**src/rtl/core/mbe_pkg.sv**
```systemverilog
package mbe_pkg;

  localparam int GRID_POINTS_DEF   = 1024;
  localparam int FRACTION_BITS_DEF = 26;

  localparam int INDEX_W     = 10;
  localparam int FIX_W       = 32;
  localparam int STEP_W      = 31;
  localparam int ITER_W      = 12;
  localparam int CFG_INDEX_W = 3;
  localparam int CFG_DATA_W  = 32;
  localparam int PROD_W      = 64;

  // |z| > 4  <=>  |z|^2 > 2^4
  localparam int BAILOUT_SQ_LOG2 = 4;

  localparam int RING_STAGES = 3;
  localparam int SEQ_W       = $clog2(RING_STAGES) + 1;

  localparam logic signed [FIX_W-1:0]  ORIGIN_REAL_RST = -32'sd150994944;
  localparam logic signed [FIX_W-1:0]  ORIGIN_IMAG_RST = -32'sd100663296;
  localparam logic        [STEP_W-1:0] STEP_REAL_RST   = 31'd201524;
  localparam logic        [STEP_W-1:0] STEP_IMAG_RST   = 31'd201524;
  localparam logic        [ITER_W-1:0] ITER_LIMIT_RST  = 12'd120;

  typedef enum logic [CFG_INDEX_W-1:0] {
    REG_ORIGIN_REAL = 3'd0,
    REG_ORIGIN_IMAG = 3'd1,
    REG_STEP_REAL   = 3'd2,
    REG_STEP_IMAG   = 3'd3,
    REG_ITER_LIMIT  = 3'd4
  } cfg_reg_t;

  typedef struct packed {
    logic [INDEX_W-1:0] column;
    logic [INDEX_W-1:0] row;
  } in_word_t;

  typedef struct packed {
    logic [ITER_W-1:0] iteration_count;
    logic              escaped;
  } out_word_t;

  typedef struct packed {
    logic signed [FIX_W-1:0] c_re;
    logic signed [FIX_W-1:0] c_im;
  } coord_t;

  typedef struct packed {
    logic signed [FIX_W-1:0]  origin_real;
    logic signed [FIX_W-1:0]  origin_imag;
    logic        [STEP_W-1:0] step_real;
    logic        [STEP_W-1:0] step_imag;
    logic        [ITER_W-1:0] iter_limit;
  } cfg_t;

  function automatic logic signed [FIX_W-1:0] sat_fix(input logic signed [PROD_W:0] v);
    logic signed [FIX_W-1:0] r;
    if (v > 65'sd2147483647) begin
      r = 32'sh7FFF_FFFF;
    end else if (v < -65'sd2147483648) begin
      r = 32'sh8000_0000;
    end else begin
      r = v[FIX_W-1:0];
    end
    return r;
  endfunction

endpackage

```
**src/rtl/core/mbe_coord.sv**
```systemverilog
module mbe_coord import mbe_pkg::*; #(
  parameter int GRID_POINTS = GRID_POINTS_DEF
) (
  input  logic     clk,
  input  logic     rst,
  input  cfg_t     cfg,
  input  logic     in_valid,
  input  in_word_t in_data,
  output logic     in_ready,
  output logic     c_valid,
  output coord_t   c,
  input  logic     c_ready
);

  localparam int MUL_W = INDEX_W + STEP_W;
  localparam logic [INDEX_W-1:0] INDEX_MAX =
    (GRID_POINTS - 1 > 2**INDEX_W - 1) ? INDEX_W'(2**INDEX_W - 1) : INDEX_W'(GRID_POINTS - 1);

  logic             e1_valid;
  logic [MUL_W-1:0] p_re;
  logic [MUL_W-1:0] p_im;

  logic [INDEX_W-1:0]      col_c;
  logic [INDEX_W-1:0]      row_c;
  logic signed [MUL_W+1:0] sum_re;
  logic signed [MUL_W+1:0] sum_im;
  logic                    e2_free;
  logic                    e1_move;

  assign col_c = (in_data.column > INDEX_MAX) ? INDEX_MAX : in_data.column;
  assign row_c = (in_data.row > INDEX_MAX) ? INDEX_MAX : in_data.row;

  assign sum_re = (MUL_W+2)'(cfg.origin_real) + $signed({2'b00, p_re});
  assign sum_im = (MUL_W+2)'(cfg.origin_imag) + $signed({2'b00, p_im});

  assign e2_free  = !c_valid || c_ready;
  assign e1_move  = e1_valid && e2_free;
  assign in_ready = !e1_valid || e1_move;

  always_ff @(posedge clk) begin
    if (rst) begin
      e1_valid <= 1'b0;
      c_valid  <= 1'b0;
    end else begin
      if (in_ready) begin
        e1_valid <= in_valid;
      end
      if (e2_free) begin
        c_valid <= e1_valid;
      end
    end
  end

  always_ff @(posedge clk) begin
    if (in_ready && in_valid) begin
      p_re <= MUL_W'(col_c) * MUL_W'(cfg.step_real);
      p_im <= MUL_W'(row_c) * MUL_W'(cfg.step_imag);
    end
    if (e1_move) begin
      c.c_re <= sat_fix((PROD_W+1)'(sum_re));
      c.c_im <= sat_fix((PROD_W+1)'(sum_im));
    end
  end

endmodule

```
**config.mk**
```make
export PLATFORM = sky130hd
export DESIGN_NAME = mbe_coord
export DESIGN_NICKNAME = d
export VERILOG_FILES = /design/src/rtl/core/mbe_pkg.sv /design/src/rtl/core/mbe_coord.sv
export SDC_FILE = /design/constraint.sdc
export NUM_CORES = 2
export LEC_CHECK = 0
export ABC_CLOCK_PERIOD_IN_PS = 11300
export BUFFER_PORTS_ARGS = -buffer_cell sky130_fd_sc_hd__buf_4
export CORE_MARGIN = 3
export CORE_UTILIZATION = 60
export CTS_CLUSTER_DIAMETER = 100
export DETAILED_ROUTE_END_ITERATION = 12
export PLACE_DENSITY = 0.77
export SYNTH_ARGS = -nofsm -noshare
export SYNTH_HDL_FRONTEND = slang
export SYNTH_SLANG_ARGS = --single-unit
```
**constraint.sdc**
```tcl
create_clock -name clk -period 11.3 [get_ports clk]
set_input_delay 1.695 -clock clk [delete_from_list [all_inputs] [get_ports clk]]
set_output_delay 1.695 -clock clk [all_outputs]
set_load 0.02 [all_outputs]
```
==> results.md <==
* Status: finished, final reports clean
* Reg2reg end: c[16]$_SDFFCE_PN1P_
* Internal power at approximately 4.8 mW
* Layout cell share with drive strength beyond 1 at 9.474%
* Syn Nets at between 4,000 and 5,000
* Syn Area/Cell at between 9 and 10 sq um
* Post-synth EDFFs at 146
* Yosys reg bits at 148
* Register area at approximately 0.0044 sq mm
* Reg-to-reg startpoint: p_im[0]$_DFFE_PP_
* Sequential share of power at around 12%
* Final Cell Area at 0.03192 sq mm
* F_max at around 0.13 GHz
* P per Cell Area at slightly above 300 mW/mm^2
* Clk network pwr share at just under 6%
* CTS Buffer Depth at 2
* Overall power at around 10 mW
* Top cells by area, synth: fa_1 31%, edfxtp_1 15%, ha_1 10%
* Total gr overflow at 0
* Share of the synthesized area in the top cell type at between 30% and 40%
* Die height at 227.7 um
* H-tree levels at 4
* Hold Startpoint: e1_valid$_SDFFE_PP0N_
* CP Launch Type: input port
* Clk_lat worst skew at around 440 ps
* Hold_ws at between 500 and 600 ps
* Main synth FF type: edfxtp_1
* CTS buffer count at 17
* # hold bufs at CTS at 0
* Max cap viols at 0
* Post-CTS Resized at 0
* Tot GR Track Use at a little under 30%
* Area of the multi-input gates at between 0.02 and 0.025 sq mm
* Combinational fraction of design power at 81.8%
* Drt pass-1 iters at 5
* Initial antenna violation count at 2
* Leak at 15.30 nW
* Vias in the first global route at 23,560
* Row cnt at 80
* Pre-CTS setup slack at roughly 3300 ps
* Post-Syn Instances at between 3,000 and 4,000
* Worst Max-Slew Pin Slew at 1234 ps
* Largest net degree at the start of global routing at between 80 and 90
* Final hold viol count at 0
* Seq/Total Area, Yosys at approximately 15%
* Fin Clk Skew at between 7 and 8 ps
* Fill count at 3,860
* CTS sink cnt at roughly 150
* DRT antenna net count at 0
* Hold Crit Class: reg -> reg
* Post-place instance area at between 0.03 and 0.04 sq mm
* RSZ-0062 raised after global routing: no
* Sw frac at around half
* Area delta synth->final at 8.263%
* Psw at between 5 and 6 mW
* CTS tree: yes
* Core region area at a little under 0.05 sq mm
* WL final at 73,520 um
* Yosys cell types at 86
* Final HPWL DP at 59,770 um
* Root Driver: clkbuf_16
* Placed instance count at a little under 4,000
* Setup ws final at 3627 ps
* WHS Endpoint: c_valid$_SDFFE_PP0P_
* Layout Utilization at 66.29%
* Most common library cell in the layout ignoring fill and taps: fa_1
* I/O Buffers at ~220
* Crit share post-route at around two thirds
* CP max FO at 31
* FF-to-FF path depth at 11
* Most frequent cells in the layout: 462 x fa_1, 452 x inv_1, 388 x nand2_1
* Final slew viol count at 0
* R2R setup slack at between 6000 and 7000 ps
* Cells on Worst Hold Path at 2
* First-pass GRT wire length at between 100,000 and 150,000 um
* Die Area at slightly above 0.05 sq mm
* YS warnings at 0
* Peak supply drop at 0.2839 mV
* Initial Utilization at roughly 61%
* Chip Width at between 200 and 250 um
* Crit Path Class: in -> reg
* DRC errors left at 0
* Vias post-DR at around 23,000
* Arrival time worst endpoint at around 7900 ps
* Relative slew margins at 17.20%
* Async SR Flop Fraction at 0%
* Final Non-Filler Cells at ~4,000
* Netlist Area Pre-Place at between 0.02 and 0.03 sq mm
* Mean routed wirelength per cell at 18.46 um
* DR iter-0 viols at 1,708
* Critical path capture point type: flop
* I/O pin count at between 200 and 250
* Worst EP required at between 10,000 and 15,000 ps
* Post-synth top area cell: fa_1
* Final worst path period need at roughly 7700 ps
* Gpl congestion at just over 0.9
* Drt via density at 5.868
* Layout net count at ~4,200
* Final setup fails at 0
* Reg clk slew, reported paths at 60 ps
* Post-CTS setup buffer count at 0
* Setup_tns at 0 ps
[synthesized netlist by cell type (6+ instances only)]
cell      instances
fa_1            462
o211ai_1         15
nand4_1          23
and2_1          343
nand3_1          51
nor3_1           58
o21ai_0          78
and3_1           16
o21bai_1         22
or3_1             7
a31oi_1          18
nor2_1          116
buf_2            11
o31ai_1           6
buf_1             7
nor2b_1          14
nor4_1           11
a21oi_1         173
a211o_1           6
a211oi_1         25
o21ai_1          12
nand2b_1         15
o22ai_2          30
ha_1            236
inv_1           452
edfxtp_1        146
xor2_1           47
and4_1            7
or2_2             7
a21o_1           74
xnor2_1          87
nand2_1         388
clkbuf_1        140
o21a_1           30
[worst max-delay path, stage by stage]
cell	delay, ps
buf_4	340
nand2_1	150
fa_1	550
inv_1	50
fa_1	500
fa_1	530
fa_1	510
inv_1	50
fa_1	490
inv_1	50
ha_1	340
a21o_1	180
a21o_1	180
a2111oi_0	420
nor3_1	140
o31ai_1	420
o21ai_1	250
a221oi_1	460
o21ai_0	230
a21oi_1	220
xnor2_1	80
[sequential cells by signal, indices dropped and copies added (netlist names)]
name,count
c_valid,1
c,64
p_im,41
e1_valid,1
p_re,41
[power by group through the flow]
stage               clock, mW  combinational [mW]  sequential (mW)
finish                  0.575                8.13             1.23
global route            0.607                9.06             1.24
CTS                     0.585                7.98             1.23
detailed placement          0                7.92             1.24
global placement            0                7.68             1.23
floorplan                   0                5.97             1.24
[area by class of cell]
class | count | share of cell area (%)
diodes | 2 | 0.01568
clock buffers | 22 | 1.548
clock inverters | 10 | 0.3763
inverters | 452 | 5.316
multi-input cells | 2474 | 71.16
flip-flops and latches | 148 | 13.86
well taps | 656 | 2.572
repair buffers | 219 | 5.151
[worst max path at each step]
stage | startpoint | end | slack, ps | cells after the start
final | in_data[11] | p_re[39]$_DFFE_PP_ | 3630 | 21
after floorplan | in_data[11] | p_re[37]$_DFFE_PP_ | 4020 | 21
after CTS | in_data[11] | p_re[39]$_DFFE_PP_ | 3730 | 21
after detailed placement | in_data[11] | p_re[39]$_DFFE_PP_ | 3270 | 21
after global routing | in_data[11] | p_re[39]$_DFFE_PP_ | 3170 | 21
after global placement | in_data[11] | p_re[39]$_DFFE_PP_ | 3420 | 21
[cell families (layout without fill, tap and decap cells)]
logic type                 Yosys count  in the layout  synth area share (%)
muxes                                6              6                0.2122
other                                0              2                     0
adders and majority gates          698            698                 41.39
DFF                                148            148                 15.01
AOI/OAI and AO/OA                  558            558                 12.94
xor gates and xnor gates           134            134                 3.981
buffers and inverters              618            703                 8.055
and+or+nand+nor                   1078           1078                 18.42
[layer usage]
layer / vias to the layer above / share of wire, % / GRT usage [%]
met3: 92 / 7.6 / 3.763
li1: 10710 / - / -
met4: 0 / 1.7 / 6.761
met2: 921 / 45 / 44.76
met5: - / 0 / 0
met1: 11660 / 46 / 44.09
No activity file was read; power rests on OpenSTA's default activity.
